--- src/rtl/fltw_pkg.sv ---
// ----------------------------------------------------------------------------
// Page table walker package
// Item types, command codes and the walk command passed from front to back.
// ----------------------------------------------------------------------------
package fltw_pkg;

	localparam int PHYS_ADDR_BITS = 52;
	localparam logic [51:0] ADDR_MASK = 52'((64'd1 << PHYS_ADDR_BITS) - 64'd1);

	localparam int PRESENT_BIT = 0;
	localparam int HUGE_BIT    = 7;

	localparam logic CMD_START = 1'b0;
	localparam logic CMD_DATA  = 1'b1;

	localparam logic KIND_READ = 1'b0;
	localparam logic KIND_DONE = 1'b1;

	localparam logic [1:0] SIZE_4K = 2'd0;
	localparam logic [1:0] SIZE_2M = 2'd1;
	localparam logic [1:0] SIZE_1G = 2'd2;

	typedef struct packed {
		logic        cmd;
		logic [47:0] virt_addr;
		logic [51:0] root_base;
		logic [63:0] entry_data;
	} in_item_t;

	typedef struct packed {
		logic        kind;
		logic [51:0] read_addr;
		logic [51:0] phys_addr;
		logic        mapped;
		logic [1:0]  size_code;
	} out_item_t;

	typedef enum logic [1:0] {
		OP_READ  = 2'd0,
		OP_FAULT = 2'd1,
		OP_MAP   = 2'd2
	} walk_op_t;

	// frame is the address-masked base; offset supplies the low bits under the span
	typedef struct packed {
		walk_op_t    op;
		logic [1:0]  size_code;
		logic [51:0] frame;
		logic [29:0] offset;
	} walk_cmd_t;

	function automatic logic [29:0] entry_offset(input logic [8:0] idx);
		return {18'b0, idx, 3'b000};
	endfunction

endpackage

--- src/rtl/four_level_page_table_walker_unit.sv ---
// ----------------------------------------------------------------------------
// Four-level page table walker
// Walks x86-64 PML4/PDPT/PD/PT tables through an external memory that sees
// entry read requests on the result channel and answers on the input channel.
// ----------------------------------------------------------------------------
// One input transaction is taken per clock, back to back, as long as the
// two-entry command queue has room; the front-end level step writes the
// command into a queue slot when it is accepted, and the back end registers
// the result in its output register once that register is free to take it.
// The combinational level step in the front end sets the rate. A
// start with a zero root uses the kernel root register, written through
// cfg_* (always ready, write only while no walk is in flight). A start during
// a walk and read data while idle are dropped with no result. The walk ends
// with a 4 KB, 2 MB or 1 GB physical address, or with mapped low when an
// entry is absent.
// ----------------------------------------------------------------------------
module four_level_page_table_walker_unit (
	input  logic                clk,
	input  logic                arst_n,
	input  logic                in_valid,
	output logic                in_ready,
	input  fltw_pkg::in_item_t  in_data,
	output logic                out_valid,
	input  logic                out_ready,
	output fltw_pkg::out_item_t out_data,
	input  logic                cfg_valid,
	output logic                cfg_ready,
	input  logic [51:0]         cfg_data
);
	import fltw_pkg::*;

	walk_cmd_t front_cmd;
	walk_cmd_t back_cmd;
	logic      front_valid;
	logic      front_ready;
	logic      back_valid;
	logic      back_ready;

	assign cfg_ready = 1'b1;

	fltw_front u_front (
		.clk       (clk),
		.arst_n    (arst_n),
		.in_valid  (in_valid),
		.in_ready  (in_ready),
		.in_data   (in_data),
		.cfg_valid (cfg_valid),
		.cfg_data  (cfg_data),
		.cmd_valid (front_valid),
		.cmd_ready (front_ready),
		.cmd       (front_cmd)
	);

	fltw_queue u_queue (
		.clk        (clk),
		.arst_n     (arst_n),
		.push_valid (front_valid),
		.push_ready (front_ready),
		.push_data  (front_cmd),
		.pop_valid  (back_valid),
		.pop_ready  (back_ready),
		.pop_data   (back_cmd)
	);

	fltw_back u_back (
		.clk       (clk),
		.arst_n    (arst_n),
		.cmd_valid (back_valid),
		.cmd_ready (back_ready),
		.cmd       (back_cmd),
		.out_valid (out_valid),
		.out_ready (out_ready),
		.out_data  (out_data)
	);

endmodule

--- src/rtl/fltw_front.sv ---
// ----------------------------------------------------------------------------
// Page table walker front end
// Accepts start and read-data transactions, tracks the walk level and turns
// each transaction into a walk command (or drops it).
// ----------------------------------------------------------------------------
module fltw_front (
	input  logic               clk,
	input  logic               arst_n,
	input  logic               in_valid,
	output logic               in_ready,
	input  fltw_pkg::in_item_t in_data,
	input  logic               cfg_valid,
	input  logic [51:0]        cfg_data,
	output logic               cmd_valid,
	input  logic               cmd_ready,
	output fltw_pkg::walk_cmd_t cmd
);
	import fltw_pkg::*;

	typedef enum logic [4:0] {
		ST_IDLE = 5'b00001,
		ST_L0   = 5'b00010,
		ST_L1   = 5'b00100,
		ST_L2   = 5'b01000,
		ST_L3   = 5'b10000
	} walk_state_t;

	walk_state_t state_q, state_d;
	logic [51:0] kroot_q;
	logic [47:0] held_virt_q;
	logic        accept;
	logic        virt_load;
	logic        huge;
	logic [51:0] root_sel;

	assign in_ready = cmd_ready;
	assign accept   = in_valid && in_ready;
	assign huge     = in_data.entry_data[HUGE_BIT];
	assign root_sel = (in_data.root_base == '0) ? kroot_q : in_data.root_base;

	always_comb begin
		state_d       = state_q;
		cmd_valid     = 1'b0;
		virt_load     = 1'b0;
		cmd.op        = OP_READ;
		cmd.size_code = SIZE_4K;
		cmd.frame     = in_data.entry_data[51:0] & ADDR_MASK;
		cmd.offset    = held_virt_q[29:0];
		if (accept) begin
			if (in_data.cmd == CMD_START) begin
				// drop a start while a walk is in flight
				if (state_q == ST_IDLE) begin
					cmd_valid  = 1'b1;
					virt_load  = 1'b1;
					cmd.frame  = root_sel & ADDR_MASK;
					cmd.offset = entry_offset(in_data.virt_addr[47:39]);
					state_d    = ST_L0;
				end
			end else if (state_q != ST_IDLE) begin
				cmd_valid = 1'b1;
				state_d   = ST_IDLE;
				priority if (!in_data.entry_data[PRESENT_BIT]) begin
					cmd.op = OP_FAULT;
				end else if (state_q == ST_L1 && huge) begin
					cmd.op        = OP_MAP;
					cmd.size_code = SIZE_1G;
				end else if (state_q == ST_L2 && huge) begin
					cmd.op        = OP_MAP;
					cmd.size_code = SIZE_2M;
				end else if (state_q == ST_L3) begin
					cmd.op = OP_MAP;
				end else begin
					// descend one level
					unique case (state_q)
						ST_L0: begin
							cmd.offset = entry_offset(held_virt_q[38:30]);
							state_d    = ST_L1;
						end
						ST_L1: begin
							cmd.offset = entry_offset(held_virt_q[29:21]);
							state_d    = ST_L2;
						end
						ST_L2: begin
							cmd.offset = entry_offset(held_virt_q[20:12]);
							state_d    = ST_L3;
						end
						default: begin
							state_d = ST_IDLE;
						end
					endcase
				end
			end
		end
	end

	always_ff @(posedge clk or negedge arst_n) begin
		if (!arst_n) begin
			state_q <= ST_IDLE;
			kroot_q <= '0;
		end else begin
			state_q <= state_d;
			if (cfg_valid) begin
				kroot_q <= cfg_data;
			end
		end
	end

	always_ff @(posedge clk) begin
		if (virt_load) begin
			held_virt_q <= in_data.virt_addr;
		end
	end

endmodule

--- src/rtl/fltw_queue.sv ---
// ----------------------------------------------------------------------------
// Page table walker command queue
// Two-entry FIFO between front and back so each side can stall on its own.
// ----------------------------------------------------------------------------
module fltw_queue (
	input  logic                clk,
	input  logic                arst_n,
	input  logic                push_valid,
	output logic                push_ready,
	input  fltw_pkg::walk_cmd_t push_data,
	output logic                pop_valid,
	input  logic                pop_ready,
	output fltw_pkg::walk_cmd_t pop_data
);
	import fltw_pkg::*;

	walk_cmd_t  slots_q [2];
	logic       wr_ptr_q;
	logic       rd_ptr_q;
	logic [1:0] count_q;
	logic       do_push;
	logic       do_pop;

	assign push_ready = (count_q != 2'd2);
	assign pop_valid  = (count_q != 2'd0);
	assign pop_data   = slots_q[rd_ptr_q];
	assign do_push    = push_valid && push_ready;
	assign do_pop     = pop_valid && pop_ready;

	always_ff @(posedge clk or negedge arst_n) begin
		if (!arst_n) begin
			wr_ptr_q <= 1'b0;
			rd_ptr_q <= 1'b0;
			count_q  <= 2'd0;
		end else begin
			if (do_push) begin
				wr_ptr_q <= ~wr_ptr_q;
			end
			if (do_pop) begin
				rd_ptr_q <= ~rd_ptr_q;
			end
			unique case ({do_push, do_pop})
				2'b10:   count_q <= count_q + 2'd1;
				2'b01:   count_q <= count_q - 2'd1;
				default: count_q <= count_q;
			endcase
		end
	end

	always_ff @(posedge clk) begin
		if (do_push) begin
			slots_q[wr_ptr_q] <= push_data;
		end
	end

endmodule

--- src/rtl/fltw_back.sv ---
// ----------------------------------------------------------------------------
// Page table walker back end
// Builds the entry read address, the final physical address or a fault result
// with mapped low from a walk command and holds it in the output register.
// ----------------------------------------------------------------------------
module fltw_back (
	input  logic                clk,
	input  logic                arst_n,
	input  logic                cmd_valid,
	output logic                cmd_ready,
	input  fltw_pkg::walk_cmd_t cmd,
	output logic                out_valid,
	input  logic                out_ready,
	output fltw_pkg::out_item_t out_data
);
	import fltw_pkg::*;

	logic        out_valid_q;
	out_item_t   out_data_q;
	out_item_t   res;
	logic [51:0] span;
	logic [51:0] addr;
	logic        take;

	assign cmd_ready = !out_valid_q || out_ready;
	assign take      = cmd_valid && cmd_ready;
	assign out_valid = out_valid_q;
	assign out_data  = out_data_q;

	always_comb begin
		unique case (cmd.size_code)
			SIZE_2M: span = 52'h1FFFFF;
			SIZE_1G: span = 52'h3FFFFFFF;
			default: span = 52'hFFF;
		endcase
		addr = (cmd.frame & ~span) | ({22'b0, cmd.offset} & span);

		res = '0;
		unique case (cmd.op)
			OP_READ: begin
				res.kind      = KIND_READ;
				res.read_addr = addr;
			end
			OP_MAP: begin
				res.kind      = KIND_DONE;
				res.phys_addr = addr;
				res.mapped    = 1'b1;
				res.size_code = cmd.size_code;
			end
			default: begin
				res.kind = KIND_DONE;
			end
		endcase
	end

	always_ff @(posedge clk or negedge arst_n) begin
		if (!arst_n) begin
			out_valid_q <= 1'b0;
		end else if (take) begin
			out_valid_q <= 1'b1;
		end else if (out_ready) begin
			out_valid_q <= 1'b0;
		end
	end

	always_ff @(posedge clk) begin
		if (take) begin
			out_data_q <= res;
		end
	end

endmodule

--- config.mk ---
export PLATFORM = sky130hd
export DESIGN_NAME = four_level_page_table_walker_unit
export DESIGN_NICKNAME = d
export VERILOG_FILES = /design/src/rtl/fltw_pkg.sv /design/src/rtl/four_level_page_table_walker_unit.sv /design/src/rtl/fltw_front.sv /design/src/rtl/fltw_queue.sv /design/src/rtl/fltw_back.sv
export SDC_FILE = /design/constraint.sdc
export NUM_CORES = 1
export LEC_CHECK = 0
export BUFFER_PORTS_ARGS = -buffer_cell sky130_fd_sc_hd__buf_2
export CAP_MARGIN = 20
export CORE_UTILIZATION = 40
export DETAILED_ROUTE_END_ITERATION = 6
export SLEW_MARGIN = 20
export SYNTH_ARGS = -nofsm -noshare
export SYNTH_HDL_FRONTEND = slang
export SYNTH_SLANG_ARGS = --single-unit
--- constraint.sdc ---
create_clock -name clk -period 8.3 [get_ports clk]
set_input_delay 1.66 -clock clk [delete_from_list [all_inputs] [get_ports clk]]
set_output_delay 1.66 -clock clk [all_outputs]
set_load 0.005 [all_outputs]
==> results_dict.tcl <==
set metrics [dict create \
    status "finished, final reports clean" \
    numCtsBuffers 38 \
    syn-instance-count 929 \
    p_leak_nw 7.03 \
    nNetsFinal 1454 \
    antenna_found_initial 3 \
    cts_buffer_depth 3 \
    yosys.area_share.adder_pct 0.273 \
    worst_slew_pin_slew_ns 0.966 \
    crit_required_ns 8.44 \
    first_global_vias 8201 \
    fmax_mhz 236 \
    skew_ns 0.0157 \
    syn_nets 1154 \
    finalCriticalPeriod_ns 4.24 \
    synth_top_family_by_area "simple AND/OR/NAND/NOR gates" \
    io_pins 333 \
    track_usage_pct 18.1 \
    worstPathArrival_ns 4.38 \
    endpoint_kind "register" \
    grt_pass1_wl_um 48200 \
    synthFlopType "edfxtp_1" \
    rsz0062_at_grt "false" \
    final_common_cell "buf_2" \
    start_util_pct 40.9 \
    vdd_drop_max_mv 0.188 \
    ys_ff_latch 345 \
    antenna_left 0 \
    hold_class "reg -> reg" \
    syn_avg_cell_area_um2 14.8 \
    synth-edff-count 295 \
    clk_pin_slew_ns 0.06 \
    htreeDepth 2 \
    placed_cells 1637 \
    synth-compound-area-share_pct 5.38 \
    intPower_mw 4.02 \
    drt_iter0_drc 658 \
    die_h_um 188 \
    synthArstFlopShare_pct 14.5 \
    finalHoldViolations 0 \
    cts_root_buf "clkbuf_16" \
    switching_share_pct 28.5 \
    synthSimpleGateAreaFrac_pct 9.04 \
    slew_viol_final 0 \
    cts_resized 0 \
    grt.overflow.total 0 \
    synth_seq_area_share_pct 73.4 \
    synth_mux_area_share_pct 8.55 \
    max-slew-margin-rel_pct 35.4 \
    finalCritPeriodShare_pct 51.1 \
    crit_path_start_kind "primary input" \
    combPwrFrac_pct 23.9 \
    path_class "in -> reg" \
    drv_cap 0 \
    synth_xor_area_share_pct 0.382 \
    io_buffers 297 \
    rows 67 \
    fp.dieArea_um2 35200 \
    worstPathMaxFanout 45 \
    vias_per_cell 4.90 \
    holdBufCountCts 0 \
    die_w_um 188 \
    p_clk_share_pct 30.0 \
    drive_gt1_share_pct 32.0 \
    final_cell_count_no_fill 1710 \
    p_seq_share_pct 46.0 \
    dp_hpwl_um 21700 \
    num_vias 8378 \
    yosysWarnings 0 \
    fp.coreArea_um2 33700 \
    p_sw_mw 1.60 \
    globalplace.congestion 0.804 \
    syn-cell-area_um2 13800 \
    final-setup-viol-count 0 \
    layout_common_cells "buf_2, edfxtp_1, nor2_1, mux2i_1, nand2_1" \
    power_density_nw_per_um2 329 \
    cts_setup_buffers 0 \
    cts.sink_count 345 \
    cts_tree "built" \
    drc 0 \
    grt_max_degree 81 \
    avgRoutedWirePerCell_um 18.7 \
    fin_tns_setup_ns 0 \
    wl_um 32000 \
    syn_to_final_growth_pct 23.8 \
    synth_cell_types 44 \
    dr.pass1.iters 5 \
    clock_latency_ns 0.51 \
]
sequential cells by signal, indices dropped and copies added, names as in the netlist:
name and cells:
u_queue.wr_ptr_q 1, u_queue.slots_q 148, u_front.held_virt_q 39, u_front.kroot_q 40
u_front.state_q 5, u_back.out_valid 1, u_queue.rd_ptr_q 1, u_back.out_data 108
u_queue.count_q 2
cells by family after synthesis:
group,after synthesis
other,1
and+or+nand+nor,253
adders and majority gates,3
buffers and inverters,97
xor gates and xnor gates,6
muxes,95
AOI/OAI and AO/OA,129
DFF,345
Yosys cell counts, types with 3 or more instances:
master	instances	share of area (%)
a211o_1	9	0.57
a21oi_1	15	0.54
a22o_1	5	0.32
a22oi_1	9	0.49
and2_1	4	0.18
and3_1	23	1.0
buf_1	4	0.11
buf_2	7	0.25
buf_6	4	0.33
clkbuf_1	33	0.90
dfrtp_1	49	8.9
edfxtp_1	295	64
ha_1	3	0.27
inv_1	46	1.3
mux2i_1	76	5.5
mux4_2	18	2.9
nand2_1	63	1.7
nand3_1	13	0.47
nor2_1	83	2.3
nor2b_1	38	1.7
nor4_1	16	0.73
o21ai_0	42	1.5
o21ai_1	43	1.6
xnor2_1	3	0.19
xor2_1	3	0.19
layout make-up:
| type | count | area, µm² |
|---|---|---|
| multi-input cells | 487 | 3310 |
| flip-flops and latches | 345 | 10100 |
| well taps | 448 | 561 |
| diodes | 3 | 7.51 |
| clock buffers | 50 | 1090 |
| inverters | 48 | 180 |
| fillers | 2949 | 16600 |
| repair buffers | 309 | 1590 |
| clock inverters | 20 | 196 |
per-layer routing:
| layer | wire [µm] | GRT usage (%) |
|---|---|---|
| met3 | 1410 | 2.60 |
| met2 | 15400 | 29.5 |
| met1 | 14300 | 25.2 |
| met5 | 0 | 0 |
| met4 | 809 | 5.72 |
worst paths after layout:
| check | startpoint | end | slack, ns | cells after the start |
|---|---|---|---|---|
| worst max-delay path | in_data[164] | u_queue.slots_q[0][20]$_DFFE_PP_ | 4.06 | 6 |
| worst min-delay path | u_queue.count_q[1]$_DFFE_PN0P_ | u_queue.count_q[1]$_DFFE_PN0P_ | 0.52 | 1 |
| worst max register to register | u_front.state_q[3]$_DFFE_PN0P_ | u_queue.slots_q[0][20]$_DFFE_PP_ | 4.43 | 7 |
| worst min register to register | u_queue.count_q[1]$_DFFE_PN0P_ | u_queue.count_q[1]$_DFFE_PN0P_ | 0.52 | 1 |
| max in group asynchronous | arst_n | u_queue.rd_ptr_q$_DFFE_PN0P_ | 6.42 | 2 |
| min in group asynchronous | arst_n | u_front.kroot_q[13]$_DFFE_PN0P_ | 1.30 | 2 |
power groups by stage:
| stage | combinational (mW) | clock [mW] | sequential, mW |
|---|---|---|---|
| after floorplan | 0.773 | 0 | 2.64 |
| after global placement | 1.36 | 0 | 2.61 |
| after global routing | 1.49 | 1.79 | 2.63 |
| after detailed placement | 1.38 | 0 | 2.62 |
| final | 1.34 | 1.69 | 2.59 |
| after CTS | 1.38 | 1.73 | 2.59 |
per-stage QoR:
stage                     utilization (%)  hold WS [ns]  instance area [µm²]  setup WS [ns]  total power, mW
final                                50.6         0.519                17100           4.06             5.62
after global routing                 50.6         0.536                17100           3.78             5.90
after CTS                            50.6         0.506                17000           3.97             5.71
after detailed placement             46.8         0.493                15800           3.42             4.00
after global placement               46.7         0.488                15700           3.41             3.97
after floorplan                         -         0.464                13800           2.29             3.42
critical path, cell delays in order:
cell and delay [ns]:
buf_2 0.27, inv_2 0.11, ha_1 0.29, nand2b_1 0.44, nor2_4 0.89, buf_4 0.68
No activity file was read; power rests on OpenSTA's default activity.
